**config.mk**
```make
export PLATFORM = sky130hd
export DESIGN_NAME = alarm_buzzer_sequencer_top
export DESIGN_NICKNAME = d
export VERILOG_FILES = /design/src/rtl/core/abs_pkg.sv /design/src/rtl/core/abs_pattern.sv /design/src/rtl/core/abs_alarm.sv /design/src/rtl/core/alarm_buzzer_sequencer_top.sv
export SDC_FILE = /design/constraint.sdc
export NUM_CORES = 1
export LEC_CHECK = 0
export ABC_CLOCK_PERIOD_IN_PS = 6200
export BUFFER_PORTS_ARGS = -buffer_cell sky130_fd_sc_hd__buf_2
export CORE_ASPECT_RATIO = 0.6
export CORE_MARGIN = 4
export CORE_UTILIZATION = 60
export DETAILED_ROUTE_END_ITERATION = 8
export PLACE_DENSITY_LB_ADDON = 0.1
export SLEW_MARGIN = 20
export SYNTH_ARGS = -nofsm -noshare
export SYNTH_HDL_FRONTEND = slang
export SYNTH_SLANG_ARGS = --single-unit
```
**constraint.sdc**
```tcl
create_clock -name clk -period 6.2 [get_ports clk]
set_input_delay 0.31 -clock clk [delete_from_list [all_inputs] [get_ports clk]]
set_output_delay 0.31 -clock clk [all_outputs]
set_load 0.02 [all_outputs]
```
**src/rtl/core/abs_pkg.sv**
```systemverilog
`default_nettype none
package abs_pkg;

  // width of the low battery reminder counter
  localparam int ReminderBits = 22;
  localparam int IntervalBits = 22;
  localparam int ReminderCmpBits = (ReminderBits > IntervalBits) ? ReminderBits : IntervalBits;

  localparam int ToggleBits = 12;
  localparam int TimerBits  = 10;

  localparam logic signed [ToggleBits-1:0] ToggleMax        = 12'sd2047;
  localparam logic signed [ToggleBits-1:0] FaultOnMs        = 12'sd300;
  localparam logic signed [ToggleBits-1:0] FaultOffMs       = 12'sd2000;
  localparam logic signed [ToggleBits-1:0] EstrusToggleMs   = 12'sd200;
  localparam logic signed [ToggleBits-1:0] EstrusPauseStart = -12'sd800;

  localparam logic [1:0] EstrusLastToggle = 2'd3;

  localparam logic [IntervalBits-1:0] IntervalRst = 22'd1800000;

  // operation request codes
  localparam logic [1:0] OpNone = 2'd0;

  // configuration register indexes
  localparam logic [1:0] CfgAlarmEnable  = 2'd0;
  localparam logic [1:0] CfgStopAfterAck = 2'd1;
  localparam logic [1:0] CfgInterval     = 2'd2;

  typedef enum logic [2:0] {
    PatNone        = 3'd0,
    PatDoubleClick = 3'd1,
    PatLongPress   = 3'd2,
    PatStopConfirm = 3'd3,
    PatLowBattery  = 3'd4
  } pat_t;

  typedef struct packed {
    logic       estrus_detected;
    logic       card_ok;
    logic       clock_ok;
    logic       power_monitor_ok;
    logic       sensor_one_dirty;
    logic       sensor_two_dirty;
    logic       battery_low;
    logic       ack_pulse;
    logic [1:0] operation;
  } in_item_t;

  typedef struct packed {
    logic buzzer_drive;
    logic alarm_active;
    logic fault_alarm;
    logic estrus_alarm;
  } out_item_t;

  typedef struct packed {
    logic                    alarm_enable;
    logic                    stop_after_ack;
    logic [IntervalBits-1:0] low_battery_interval_ms;
  } cfg_t;

  typedef struct packed {
    logic start;
    pat_t pat;
  } pat_cmd_t;

  // segment length in ms, segments alternate on and off
  function automatic logic [TimerBits-1:0] seg_len(pat_t p, logic [2:0] step);
    logic [TimerBits-1:0] len;
    len = '0;
    case (p)
      PatDoubleClick: len = 10'd80;
      PatLongPress:   len = (step == 3'd2) ? 10'd160 : 10'd80;
      PatStopConfirm: len = (step == 3'd0) ? 10'd100 : 10'd0;
      PatLowBattery:  len = 10'd500;
      default:        len = '0;
    endcase
    return len;
  endfunction

  function automatic logic [1:0] seg_num(pat_t p);
    logic [1:0] n;
    n = 2'd0;
    case (p)
      PatDoubleClick: n = 2'd3;
      PatLongPress:   n = 2'd3;
      PatStopConfirm: n = 2'd1;
      PatLowBattery:  n = 2'd3;
      default:        n = 2'd0;
    endcase
    return n;
  endfunction

endpackage
`default_nettype wire

```
**src/rtl/core/abs_pattern.sv**
```systemverilog
`default_nettype none
module abs_pattern (
  input  wire logic            clk,
  input  wire logic            rst_n,
  input  wire logic            en,
  input  wire abs_pkg::pat_cmd_t cmd,
  output logic                 busy,
  output logic                 drive
);

  abs_pkg::pat_t                  play_r, play_nxt, cur_pat;
  logic [2:0]                     step_r, step_nxt, cur_step;
  logic [abs_pkg::TimerBits-1:0]  timer_r, timer_nxt, cur_timer, timer_inc;
  logic [2:0]                     step_inc;

  assign busy = (play_r != abs_pkg::PatNone);

  always_comb begin
    cur_pat   = cmd.start ? cmd.pat : play_r;
    cur_step  = cmd.start ? 3'd0 : step_r;
    cur_timer = cmd.start ? '0 : timer_r;
    timer_inc = cur_timer + abs_pkg::TimerBits'(1);
    step_inc  = cur_step + 3'd1;
    play_nxt  = cur_pat;
    step_nxt  = cur_step;
    timer_nxt = timer_inc;
    drive     = 1'b0;
    if (cur_step >= {1'b0, abs_pkg::seg_num(cur_pat)}) begin
      // unknown pattern or past its end
      play_nxt  = abs_pkg::PatNone;
      step_nxt  = 3'd0;
      timer_nxt = '0;
    end else begin
      drive = ~cur_step[0];
      if (timer_inc >= abs_pkg::seg_len(cur_pat, cur_step)) begin
        timer_nxt = '0;
        step_nxt  = step_inc;
        if (step_inc >= {1'b0, abs_pkg::seg_num(cur_pat)}) begin
          play_nxt = abs_pkg::PatNone;
          step_nxt = 3'd0;
        end
      end
    end
  end

  always_ff @(posedge clk) begin
    if (!rst_n) begin
      play_r  <= abs_pkg::PatNone;
      step_r  <= 3'd0;
      timer_r <= '0;
    end else if (en && (busy || cmd.start)) begin
      play_r  <= play_nxt;
      step_r  <= step_nxt;
      timer_r <= timer_nxt;
    end
  end

endmodule
`default_nettype wire

```
**src/rtl/core/abs_alarm.sv**
```systemverilog
`default_nettype none
module abs_alarm (
  input  wire logic              clk,
  input  wire logic              rst_n,
  input  wire logic              en,
  input  wire abs_pkg::cfg_t     cfg,
  input  wire abs_pkg::in_item_t item,
  output abs_pkg::out_item_t     res
);

  localparam int RemBits = abs_pkg::ReminderBits;
  localparam int CmpBits = abs_pkg::ReminderCmpBits;
  localparam int TogBits = abs_pkg::ToggleBits;

  logic                      fault_muted_r, fault_muted_nxt;
  logic                      estrus_acked_r, estrus_acked_nxt;
  logic                      fault_phase_r, fault_phase_nxt;
  logic                      estrus_phase_r, estrus_phase_nxt;
  logic [1:0]                toggle_cnt_r, toggle_cnt_nxt;
  logic signed [TogBits-1:0] tog_r, tog_nxt, tog, fault_thr;
  logic [RemBits-1:0]        rem_r, rem_nxt, rem;
  abs_pkg::pat_t             pending_r, pending_nxt, pend1, pend2;

  logic              fault, est_al, flt_al, batt_trig, busy, pat_drive, drive;
  abs_pkg::pat_cmd_t pat_cmd;

  abs_pattern u_pattern (
    .clk   (clk),
    .rst_n (rst_n),
    .en    (en),
    .cmd   (pat_cmd),
    .busy  (busy),
    .drive (pat_drive)
  );

  always_comb begin
    fault = !item.card_ok || !item.clock_ok || !item.power_monitor_ok ||
            item.sensor_one_dirty || item.sensor_two_dirty;
    // latches release when their cause clears, ack sets them
    fault_muted_nxt  = fault && (fault_muted_r || item.ack_pulse);
    estrus_acked_nxt = item.estrus_detected && (estrus_acked_r || item.ack_pulse);

    pend1 = pending_r;
    if (!busy) begin
      if (item.operation != abs_pkg::OpNone) begin
        pend1 = abs_pkg::pat_t'({1'b0, item.operation});
      end
      if (item.ack_pulse) begin
        pend1 = abs_pkg::PatStopConfirm;
      end
    end

    est_al = item.estrus_detected && cfg.alarm_enable &&
             (!estrus_acked_nxt || !cfg.stop_after_ack);
    flt_al = fault && cfg.alarm_enable && !fault_muted_nxt;

    tog = (tog_r != abs_pkg::ToggleMax) ? tog_r + TogBits'(1) : tog_r;
    rem = (rem_r != '1) ? rem_r + RemBits'(1) : rem_r;

    batt_trig = item.battery_low && !est_al && cfg.alarm_enable &&
                (CmpBits'(rem) >= CmpBits'(cfg.low_battery_interval_ms));
    pend2 = batt_trig ? abs_pkg::PatLowBattery : pend1;

    fault_thr = fault_phase_r ? abs_pkg::FaultOnMs : abs_pkg::FaultOffMs;

    fault_phase_nxt  = fault_phase_r;
    estrus_phase_nxt = estrus_phase_r;
    toggle_cnt_nxt   = toggle_cnt_r;
    tog_nxt          = tog;
    rem_nxt          = rem;
    pending_nxt      = pend1;
    pat_cmd.start    = 1'b0;
    pat_cmd.pat      = pend2;
    drive            = 1'b0;

    if (busy) begin
      drive = pat_drive;
    end else if (flt_al) begin
      if (tog > fault_thr) begin
        fault_phase_nxt = ~fault_phase_r;
        tog_nxt         = '0;
      end
      drive = fault_phase_nxt;
    end else begin
      if (batt_trig) begin
        rem_nxt = '0;
      end
      pending_nxt = abs_pkg::PatNone;
      if (pend2 != abs_pkg::PatNone) begin
        pat_cmd.start = 1'b1;
        drive         = pat_drive;
      end else if (est_al) begin
        if (tog > abs_pkg::EstrusToggleMs) begin
          estrus_phase_nxt = ~estrus_phase_r;
          if (toggle_cnt_r == abs_pkg::EstrusLastToggle) begin
            // pause after the double beep
            toggle_cnt_nxt = 2'd0;
            tog_nxt        = abs_pkg::EstrusPauseStart;
          end else begin
            toggle_cnt_nxt = toggle_cnt_r + 2'd1;
            tog_nxt        = '0;
          end
        end
        drive = estrus_phase_nxt;
      end else begin
        toggle_cnt_nxt = 2'd0;
      end
    end

    res.buzzer_drive = drive;
    res.alarm_active = est_al || flt_al;
    res.fault_alarm  = flt_al;
    res.estrus_alarm = est_al;
  end

  always_ff @(posedge clk) begin
    if (!rst_n) begin
      fault_muted_r  <= 1'b0;
      estrus_acked_r <= 1'b0;
      fault_phase_r  <= 1'b0;
      estrus_phase_r <= 1'b0;
      toggle_cnt_r   <= 2'd0;
      tog_r          <= '0;
      rem_r          <= '0;
      pending_r      <= abs_pkg::PatNone;
    end else if (en) begin
      fault_muted_r  <= fault_muted_nxt;
      estrus_acked_r <= estrus_acked_nxt;
      fault_phase_r  <= fault_phase_nxt;
      estrus_phase_r <= estrus_phase_nxt;
      toggle_cnt_r   <= toggle_cnt_nxt;
      tog_r          <= tog_nxt;
      rem_r          <= rem_nxt;
      pending_r      <= pending_nxt;
    end
  end

endmodule
`default_nettype wire

```
**src/rtl/core/alarm_buzzer_sequencer_top.sv**
```systemverilog
`default_nettype none
// channel   direction  handshake          payload
// in_       input      in_valid/in_stall  abs_pkg::in_item_t, one 1 ms tick
// out_      output     out_valid/out_stall abs_pkg::out_item_t, one per tick
// cfg_      input      cfg_valid/cfg_ready cfg_index, cfg_data (22 bit)
//
// one item per clock sustained while out_stall is low; items pass the input register then the result register
// all alarm, beep and pattern state updates in the single cycle an item leaves the input register
// synchronous active-low reset clears state and restores register defaults
// out_stall holds the result; the input register keeps its item and raises in_stall
// cfg writes are always taken (cfg_ready high)
module alarm_buzzer_sequencer_top (
  input  wire logic                          clk,
  input  wire logic                          rst_n,
  input  wire logic                          in_valid,
  output logic                               in_stall,
  input  wire abs_pkg::in_item_t             in_data,
  output logic                               out_valid,
  input  wire logic                          out_stall,
  output abs_pkg::out_item_t                 out_data,
  input  wire logic                          cfg_valid,
  output logic                               cfg_ready,
  input  wire logic [1:0]                    cfg_index,
  input  wire logic [abs_pkg::IntervalBits-1:0] cfg_data
);

  abs_pkg::in_item_t  in_r;
  abs_pkg::out_item_t out_r, res;
  abs_pkg::cfg_t      cfg_r;
  logic               s1_valid_r, out_valid_r;
  logic               out_free, advance, accept;

  assign out_free  = !out_valid_r || !out_stall;
  assign advance   = s1_valid_r && out_free;
  assign in_stall  = s1_valid_r && !out_free;
  assign accept    = in_valid && !in_stall;
  assign cfg_ready = 1'b1;
  assign out_valid = out_valid_r;
  assign out_data  = out_r;

  abs_alarm u_alarm (
    .clk   (clk),
    .rst_n (rst_n),
    .en    (advance),
    .cfg   (cfg_r),
    .item  (in_r),
    .res   (res)
  );

  always_ff @(posedge clk) begin
    if (!rst_n) begin
      s1_valid_r <= 1'b0;
      out_valid_r <= 1'b0;
    end else begin
      if (accept) begin
        s1_valid_r <= 1'b1;
      end else if (advance) begin
        s1_valid_r <= 1'b0;
      end
      if (advance) begin
        out_valid_r <= 1'b1;
      end else if (!out_stall) begin
        out_valid_r <= 1'b0;
      end
    end
  end

  always_ff @(posedge clk) begin
    if (accept) begin
      in_r <= in_data;
    end
    if (advance) begin
      out_r <= res;
    end
  end

  always_ff @(posedge clk) begin
    if (!rst_n) begin
      cfg_r.alarm_enable            <= 1'b1;
      cfg_r.stop_after_ack          <= 1'b1;
      cfg_r.low_battery_interval_ms <= abs_pkg::IntervalRst;
    end else if (cfg_valid && cfg_ready) begin
      case (cfg_index)
        abs_pkg::CfgAlarmEnable:  cfg_r.alarm_enable            <= cfg_data[0];
        abs_pkg::CfgStopAfterAck: cfg_r.stop_after_ack          <= cfg_data[0];
        abs_pkg::CfgInterval:     cfg_r.low_battery_interval_ms <= cfg_data;
        default: ;
      endcase
    end
  end

  a_alarm_flag: assert property (@(posedge clk) disable iff (!rst_n)
    out_valid_r |-> (out_r.alarm_active == (out_r.fault_alarm || out_r.estrus_alarm)))
    else $error("alarm_active does not match the alarm flags");

  a_hold_item: assert property (@(posedge clk) disable iff (!rst_n)
    (s1_valid_r && !advance) |=> s1_valid_r)
    else $error("held item dropped from input register");

  a_result_loaded: assert property (@(posedge clk) disable iff (!rst_n)
    advance |=> out_valid_r)
    else $error("result register not loaded after advance");

  a_no_overwrite: assert property (@(posedge clk) disable iff (!rst_n)
    (out_valid_r && out_stall) |-> !advance)
    else $error("stalled result overwritten");

endmodule
`default_nettype wire
```
==> flow_summary.ini, run 1 <==
[power_and_ir_drop]
p_per_area_nw_per_um2 = 198
internal_power_w = 0.00105
power_frac_comb_pct = 14.5
power_w = 0.00146
seq_power_share_pct = 46.6
clock_power_share_pct = 38.9
peakVddDrop_mv = 0.172
switching_share_pct = 28.1
leakage_nw = 3.08
net-switching-power_w = 0.000410

[sta]
worstMarginPinSlew_ns = 1.08
hold_violations = 0
max-slew-margin-rel_pct = 27.5
fin_worst_skew_ns = 0.0130
drv_slew = 0
setup_viol = 0
post-route-period-util_pct = 98.3
worst_hold_slack_ns = 0.131
finalCriticalPeriod_ns = 6.09
timing.fmax_ghz = 0.164

[yosys]
syn-num-nets = 870
synth_cell_types = 82
seq_area_frac_synth_pct = 33.0
ys_ff_latch = 99
synth_edf_count = 14
syn-mean-instance-area_um2 = 8.19
syn-instance-count = 784
yosys_most_used_dff = dfxtp_1
yosys_warnings = 0
async_reset_ff_share_pct = 0
syn_area_um2 = 6420

[critical_path]
cp_common_cell = buf_4
cpLargestDelayFamily = compound AO/OA/AOI/OAI gates
endpoint_kind = flop
critPathKind = flop to flop
path_buf_inv = 5
cp-start-kind = flop
arrival_ns = 6.38
max_stage_delay_ns = 0.44
slowest_stage = o41a_1
reg2reg_slack_ns = 0.11
required_ns = 6.48
path_max_fanout = 7

[grt]
grtUsageTotal_pct = 28.9
grt_pass1_wl_um = 29100
grt_pass1_vias = 5821
antenna_found_initial = 0
grt_max_degree = 46
gr-total-overflow = 0

[finish]
multi_input_area_um2 = 4050
drive_gt1_share_pct = 18.7
final-instance-count-excl-fill = 986
syn2layout_area_growth_pct = 14.6
fin_area_um2 = 7360
post-route-util_pct = 72.4
fill_cells = 795
regArea_um2 = 2130
antenna_cells = 0
final_nets = 932

[die]
start_util_pct = 63.2
die_h_um = 88.1
die_x_um = 142
coreArea_um2 = 10200
boundaryPins = 46
die_area_um2 = 12500
rows = 28

[cts]
clockBufferDepth = 2
cts-root-buf = clkbuf_16
cts_buffers = 9
cts_tree = done
insertion_delay_ns = 0.35
clkTransAtPathRegs_ns = 0.08
cts_max_level = 3
holdBufCountCts = 0
clock_sinks = 99

[placement]
gp_congestion = 0.980
io_buffers = 44
hpwlAfterDp_um = 13000
dp.cells = 964
post_dp_cell_area_um2 = 6910

[drt]
wl_per_cell_um = 17.8
drt-total-wl_um = 17500
antenna_left = 0
drt_iter0_drc = 589
vias = 6159
vias_per_cell = 6.25
route.detailed.drc = 0
dr.pass1.iters = 5

[status]
status = completed

[job]
maxCapViolCount = 0

[min_path]
hp-class = input port to flop
## state kept, by name (all words and copies together), names as in the netlist
register,cells
cfg_r,24
u_alarm.rem_r,22
u_alarm.tog_r,12
in_r,10
u_alarm.u_pattern.timer_r,10
out_data,4
u_alarm.pending_r,3
u_alarm.u_pattern.play_r,3
u_alarm.u_pattern.step_r,3
u_alarm.toggle_cnt_r,2
out_valid,1
s1_valid_r,1
u_alarm.estrus_acked_r,1
u_alarm.estrus_phase_r,1
u_alarm.fault_muted_r,1
u_alarm.fault_phase_r,1
## cells in the final DEF (no fill, tap or decap), drive strengths merged, types with 3 or more instances in the layout
master  Yosys  routed
o21ai      43      43
nand3b      3       3
nor2b       4       4
dfxtp      85      85
o211ai     16      16
inv        43      47
a311oi      4       4
o21a        5       5
nand3      48      48
o311ai      3       3
a211oi     11      11
a21o        5       5
a31oi      12      12
and3       17      17
a22o        8       8
or3         7       7
o311a       3       3
a221oi      3       3
clkbuf     18      11
a22oi      10      10
a21oi      50      50
edfxtp     14      14
nand2     103     103
xor2       19      19
nor3       20      20
and2       11      11
a32o        3       3
nand4      17      17
nand2b      6       6
mux2i       4       4
and4        5       5
nor2       60      60
o31ai       4       4
nor4        4       4
o41ai       5       5
ha         47      47
xnor2      20      20
buf        20      89
## worst paths after layout
path,cells after the start,start,to
max,30,u_alarm.rem_r[5],u_alarm.u_pattern.timer_r[5]
min,1,in_data[8],in_r[8]
max reg2reg,30,u_alarm.rem_r[5],u_alarm.u_pattern.timer_r[5]
min reg2reg,2,cfg_r[11],cfg_r[11]
## cells by family (layout without fill, tap and decap cells)
family,count (synthesis),count (layout),synth area share [%]
mux,5,5,0.799
compound gates,200,200,21.9
simple gates,312,312,24.2
fa+ha+maj,47,47,9.16
other cells,1,1,0.0584
buf+inv,81,148,5.49
xor+xnor,39,39,5.32
flops,99,99,33.0
## synth_stat cells (3+ instances only)
| master | number | area, um^2 |
|---|---|---|
| nand4_1 | 14 | 87.6 |
| clkbuf_1 | 18 | 67.6 |
| nor2_1 | 60 | 225 |
| nand2b_1 | 5 | 31.3 |
| a211oi_1 | 11 | 82.6 |
| nor2b_1 | 4 | 25.0 |
| dfxtp_1 | 85 | 1700 |
| nand3_1 | 47 | 235 |
| o41ai_1 | 3 | 26.3 |
| inv_1 | 41 | 154 |
| o311a_1 | 3 | 30.0 |
| or3_1 | 6 | 37.5 |
| and4_1 | 5 | 43.8 |
| o21a_1 | 5 | 37.5 |
| a31oi_1 | 11 | 68.8 |
| buf_2 | 9 | 45.0 |
| buf_1 | 3 | 11.3 |
| and2_1 | 10 | 62.6 |
| edfxtp_1 | 14 | 420 |
| nand2_1 | 103 | 387 |
| ha_1 | 47 | 588 |
| mux2i_1 | 4 | 40.0 |
| nor4_1 | 3 | 18.8 |
| a21o_1 | 5 | 37.5 |
| and3_1 | 16 | 100 |
| a22oi_1 | 10 | 75.1 |
| a32o_1 | 3 | 30.0 |
| nand3b_1 | 3 | 22.5 |
| a21oi_1 | 49 | 245 |
| o21ai_0 | 21 | 105 |
| o21ai_1 | 20 | 100 |
| nor3_2 | 3 | 30.0 |
| nor3_1 | 17 | 85.1 |
| o211ai_1 | 15 | 113 |
| buf_4 | 6 | 45.0 |
| a311oi_1 | 4 | 35.0 |
| xnor2_1 | 20 | 175 |
| xor2_1 | 19 | 166 |
| o31ai_1 | 3 | 22.5 |
| a22o_1 | 8 | 70.1 |
## routing by layer
layer / global-route usage, % / wire length (um) / vias to the layer above / part of all wire, %
li1: - / - / 2968 / -
met1: 42.8 / 8410 / 2916 / 48
met2: 43.9 / 7580 / 254 / 43
met3: 6.06 / 1390 / 21 / 7.9
met4: 5.23 / 123 / 0 / 0.70
met5: 0 / 0 / - / 0
## worst reg2reg max path: cells and delay by family, from the launching register on
family	cells	cell delay [ns]
AND/OR/NAND/NOR	10	1.90
adder cells (fa/ha/maj)	3	0.77
XOR/XNOR	1	0.17
AO/OA/AOI/OAI	11	1.92
buffers and inverters	5	0.91
flip-flops	1	0.36
## cell type report
class	count	share of cell area (%)
flip-flops and latches	99	29.0
repair buffers	89	7.58
well taps	135	2.30
clock inverters	5	0.544
multi-input cells	604	55.0
inverters	43	2.19
clock buffers	11	3.45
## what timing repair did
| action | 4_1_cts | 5_1_grt |
|---|---|---|
| setup endpoints to repair | 0 | 14 |
| buffers inserted | 0 | 6 |
| gates resized for setup | 0 | 28 |
## power groups by stage
stage | Combinational (W) | Clock (W) | Sequential, W
3_3_place_gp | 0.000186 | 0 | 0.000694
3_5_place_dp | 0.000194 | 0 | 0.000695
4_1_cts | 0.000195 | 0.000574 | 0.000680
2_1_floorplan | 0.000128 | 0 | 0.000693
6_report | 0.000211 | 0.000568 | 0.000681
5_1_grt | 0.000230 | 0.000600 | 0.000683
## stage by stage
| stage | TNS, ns | setup slack [ns] |
|---|---|---|
| floorplan | 0 | 0.474 |
| global placement | 0 | 0.152 |
| global route | -1.44 | -0.141 |
| detailed placement | 0 | 0.114 |
| finish | 0 | 0.106 |
| CTS | 0 | 0.0127 |
No activity file was read; power rests on OpenSTA's default activity.
==> inputs of run 2 (changes only) <==
Settings changed: CTS_BUF_LIST from default to sky130_fd_sc_hd__clkbuf_2.
==> flow_summary.ini, run 2 (same netlist as run 1, synthesis figures left out) <==
[critical_path]
required_ns = 6.73
arrival_ns = 6.57
r2r_end = u_alarm.u_pattern.timer_r[5]
cp-start-kind = flop
critPathKind = flop to flop
reg2reg_depth = 29
slowest_stage = or4_4
path_max_fanout = 7
endpoint_kind = flop
cp_common_cell = buf_4
max_stage_delay_ns = 0.55
reg2reg_slack_ns = 0.16
r2r-start = u_alarm.rem_r[15]

[cts]
cts_tree = done
cts_buffers = 9
cts-root-buf = clkbuf_2
clkTransAtPathRegs_ns = 0.30
clockBufferDepth = 2
insertion_delay_ns = 0.61
clock_sinks = 99
cts_max_level = 3

[sta]
fin_worst_skew_ns = 0.0565
timing.fmax_ghz = 0.166
post-route-period-util_pct = 97.4
hold_violations = 0
worstMarginPinSlew_ns = 1.09
max-slew-margin-rel_pct = 27.3
finalCriticalPeriod_ns = 6.04
setup_viol = 0
setup_slack_ns = 0.160
setup_tns_ns = 0
drv_slew = 0

[grt]
grtUsageTotal_pct = 30.4
gr-total-overflow = 0
grt_pass1_wl_um = 30600
antenna_found_initial = 0
grt_pass1_vias = 6074
grt_max_degree = 46

[drt]
vias = 6388
dr.pass1.iters = 8
route.detailed.drc = 0
drt_iter0_drc = 682
wl_per_cell_um = 18.1
antenna_left = 0
vias_per_cell = 6.21
drt-total-wl_um = 18600

[die]
die_h_um = 88.1
die_area_um2 = 12500
die_x_um = 142
boundaryPins = 46
start_util_pct = 63.2
rows = 28
coreArea_um2 = 10200

[power_and_ir_drop]
seq_power_share_pct = 54.4
power_frac_comb_pct = 18.3
net-switching-power_w = 0.000392
peakVddDrop_mv = 0.130
switching_share_pct = 31.2
clock_power_share_pct = 27.3
p_per_area_nw_per_um2 = 165
leakage_nw = 3.19
power_w = 0.00126
internal_power_w = 0.000864

[min_path]
hp-start = cfg_valid
worstHoldEndpoint = cfg_r[22]
hp-class = input port to flop
holdPathStages = 4

[finish]
syn2layout_area_growth_pct = 18.4
final_common_cell = nand2_1
largest_register_ffs = 24
antenna_cells = 0
drive_gt1_share_pct = 18.9
fill_cells = 773
multi_input_area_um2 = 4050
top_regs = cfg_r x24, u_alarm.rem_r x22, u_alarm.tog_r x12
mostFrequentLayoutCells = nand2_1 (102), dfxtp_1 (74), nor2_1 (59), buf_4 (50), a21oi_1 (48)
final-instance-count-excl-fill = 1028
top_register = cfg_r
regArea_um2 = 2140
final_nets = 974
post-route-util_pct = 74.9

[placement]
io_buffers = 44
dp.cells = 964
gp_congestion = 0.980
hpwlAfterDp_um = 13000
post-place-ws_ns = 0.114

[job]
maxCapViolCount = 0

[status]
status = completed
-- run 2: what timing repair did --
action                                  CTS  global route
cloned                                    0             0
endpoints found under the setup margin    1            14
hold buffers                             35             2
endpoints found under the hold margin    36             1
setup buffers                             0            11
pin swaps                                 0             7
resized for setup                         2            32
-- run 2: power groups by stage --
stage          clock network [W]  registers [W]  logic, W
2_1_floorplan                  0       0.000693  0.000128
3_3_place_gp                   0       0.000694  0.000186
3_5_place_dp                   0       0.000695  0.000194
4_1_cts                 0.000345       0.000684  0.000212
5_1_grt                 0.000372       0.000686  0.000249
6_report                0.000343       0.000683  0.000230
-- run 2: layout make-up --
type / instances / share of cell area (%)
flip-flops and latches: 99 / 28.2
multi-input cells: 604 / 53.2
well taps: 135 / 2.22
clock inverters: 6 / 0.921
repair buffers: 131 / 12.7
inverters: 43 / 2.12
clock buffers: 10 / 0.658
-- run 2: worst max path at each step --
stage                      start                      endpoint  slack [ns]  depth (start not counted)
6_report       u_alarm.rem_r[15]  u_alarm.u_pattern.timer_r[5]        0.16                         29
5_1_grt         u_alarm.rem_r[3]  u_alarm.u_pattern.timer_r[5]       -0.07                         30
4_1_cts         u_alarm.rem_r[5]   u_alarm.u_pattern.play_r[0]       0.001                         26
3_5_place_dp    u_alarm.rem_r[7]   u_alarm.u_pattern.step_r[1]        0.11                         27
3_3_place_gp    u_alarm.rem_r[5]  u_alarm.u_pattern.timer_r[5]        0.15                         28
2_1_floorplan   u_alarm.rem_r[2]  u_alarm.u_pattern.timer_r[5]        0.47                         29
-- run 2: routing by layer --
layer	global-route usage (%)	up-vias	wire length [um]
li1	-	3052	-
met1	43.9	2980	8620
met2	47.5	329	8200
met3	6.16	27	1560
met4	6.10	0	182
met5	0	-	0
-- run 2: stage by stage --
step                      hold slack, ns  area, um^2
after floorplan                    0.409        6420
final                             0.0938        7600
after global routing              0.0499        7600
after CTS                        0.00479        7390
after detailed placement           0.449        6910
after global placement             0.446        6910
-- run 2: critical path, delay by kind of cell (launching register included) --
| family | cells | cell delay [ns] |
|---|---|---|
| buf+inv | 4 | 0.71 |
| xor+xnor | 1 | 0.16 |
| simple gates | 11 | 2.47 |
| fa+ha+maj | 3 | 0.77 |
| flops | 1 | 0.43 |
| compound gates | 10 | 1.43 |
==> inputs of run 3 (changes only) <==
Settings changed: CORE_ASPECT_RATIO 0.6 to 1.25.
==> flow_summary.ini, run 3 (same netlist as run 1, synthesis figures left out) <==
[status]
status = completed

[grt]
grt_pass1_wl_um = 27100
antenna_found_initial = 1
grt_pass1_vias = 5897
grtUsageTotal_pct = 27.1
gr-total-overflow = 0
grt_max_degree = 36

[min_path]
hp-start = cfg_valid
hp-class = input port to flop
holdPathStages = 4
worstHoldEndpoint = cfg_r[22]

[finish]
post-route-util_pct = 72.5
syn2layout_area_growth_pct = 15.8
final-instance-count-excl-fill = 999
top_regs = cfg_r x24, u_alarm.rem_r x22, u_alarm.tog_r x12
drive_gt1_share_pct = 16.5
top_register = cfg_r
fill_cells = 833
largest_register_ffs = 24
mostFrequentLayoutCells = nand2_1 (103), dfxtp_1 (75), nor2_1 (58), nand3_1 (47), a21oi_1 (47)
final_nets = 949
final_common_cell = nand2_1

[die]
rows = 41
die_h_um = 124
boundaryPins = 46
die_x_um = 101
die_area_um2 = 12400
start_util_pct = 62.6
coreArea_um2 = 10300

[drt]
vias_per_cell = 6.08
drt_iter0_drc = 336
antenna_left = 0
dr.pass1.iters = 5
route.detailed.drc = 0
drt-total-wl_um = 16800
wl_per_cell_um = 16.8
vias = 6076

[cts]
cts_tree = done
clkTransAtPathRegs_ns = 0.30
cts-root-buf = clkbuf_2
clock_sinks = 99
cts_max_level = 3
clockBufferDepth = 2
insertion_delay_ns = 0.59
cts_buffers = 9

[sta]
max-slew-margin-rel_pct = 29.8
setup_slack_ns = 0.255
fin_worst_skew_ns = 0.0264
post-route-period-util_pct = 95.9
hold_violations = 0
drv_slew = 0
setup_tns_ns = 0
worstMarginPinSlew_ns = 1.05
finalCriticalPeriod_ns = 5.95
timing.fmax_ghz = 0.168
setup_viol = 0

[critical_path]
path_max_fanout = 5
reg2reg_slack_ns = 0.25
crit_cells = 24
path_buf_inv = 1
r2r-start = u_alarm.rem_r[15]
cpLargestDelayFamily = compound AO/OA/AOI/OAI gates
slowest_stage = or4_4
cp-start-kind = flop
endpoint_kind = flop
crit_chain = and4_1 -> nand4_1 -> or4_4 -> buf_4 -> and2_4 -> nand2_1 -> xnor2_1 -> ha_1 -> a211oi_1 -> nor2_1 -> o41a_2 -> o211ai_1 -> nor2_1 -> nand2b_1 -> nand2_1 -> ha_1 -> a21bo_1 -> a21o_1 -> a21oi_1 -> o21ai_0 -> or3_4 -> o21ba_2 -> a2bb2oi_1 -> o31ai_1
r2r_end = u_alarm.u_pattern.step_r[1]
reg2reg_depth = 24
max_stage_delay_ns = 0.54
critPathKind = flop to flop
required_ns = 6.71
arrival_ns = 6.45

[placement]
hpwlAfterDp_um = 11900
gp_congestion = 0.904
io_buffers = 44
post-place-ws_ns = 0.0443
dp.cells = 938

[power_and_ir_drop]
power_w = 0.00123
internal_power_w = 0.000854
clock_power_share_pct = 27.5
power_frac_comb_pct = 17.2
switching_share_pct = 30.5
leakage_nw = 3.07
p_per_area_nw_per_um2 = 165
net-switching-power_w = 0.000376
peakVddDrop_mv = 0.142
seq_power_share_pct = 55.4

[job]
maxCapViolCount = 0
run 3: cell types whose count changed in the layout (fill, tap and decap cells not counted), sizes merged:
cell	before	now
clkinvlp	0	1
diode	0	2
buf	94	69
inv	47	46
run 3: timing repair:
action                     in CTS  in global routing
hold endpoints to repair       36                  0
hold buffers                   37                  0
setup buffers                   0                  6
setup endpoints to repair       3                 14
pin swaps                       0                 10
resized for setup               1                 35
run 3: final cells by class:
cell class | count | area [um^2] | share of cell area, %
Antenna cell | 2 | 5.00 | 0.0673
Clock buffer | 10 | 50.0 | 0.673
Clock inverter | 6 | 72.6 | 0.976
Inverter | 43 | 161 | 2.17
Multi-Input combinational cell | 604 | 4060 | 54.6
Sequential cell | 99 | 2140 | 28.8
Tap cell | 129 | 161 | 2.17
Timing Repair Buffer | 106 | 778 | 10.5
run 3: power groups by stage:
stage                     Combinational [W]  Sequential, W  Clock [W]
final                              0.000211       0.000681   0.000338
after detailed placement           0.000184       0.000694          0
after global placement             0.000178       0.000694          0
after CTS                          0.000203       0.000683   0.000349
after global routing               0.000233       0.000684   0.000367
after floorplan                    0.000128       0.000693          0
run 3: routing by layer:
metal | global-route usage (%) | part of all wire (%) | wire (um)
met2 | 48.8 | 52 | 8730
met4 | 11.9 | 2.8 | 465
met3 | 3.75 | 4.5 | 757
met5 | 0 | 0 | 0
met1 | 31.8 | 41 | 6810
run 3: tightest hold or removal path, cell delays in order:
cell	delay (ns)
buf_2	0.12
nand2_1	0.08
o21ai_0	0.08
o311ai_0	0.10
run 3: worst max path at each step:
stage | start | end | slack (ns)
after CTS | u_alarm.rem_r[3] | u_alarm.u_pattern.play_r[0] | 0.008
after floorplan | u_alarm.rem_r[2] | u_alarm.u_pattern.timer_r[5] | 0.47
after global placement | u_alarm.rem_r[3] | u_alarm.u_pattern.timer_r[7] | 0.27
after global routing | u_alarm.rem_r[15] | u_alarm.u_pattern.step_r[1] | -0.06
final | u_alarm.rem_r[15] | u_alarm.u_pattern.step_r[1] | 0.25
after detailed placement | u_alarm.rem_r[3] | u_alarm.u_pattern.play_r[0] | 0.04
run 3: per-stage QoR:
step	area, um^2	hold WS [ns]
global route	7430	0.0966
finish	7440	0.107
detailed placement	6760	0.451
global placement	6760	0.447
CTS	7260	0.0272
floorplan	6420	0.409
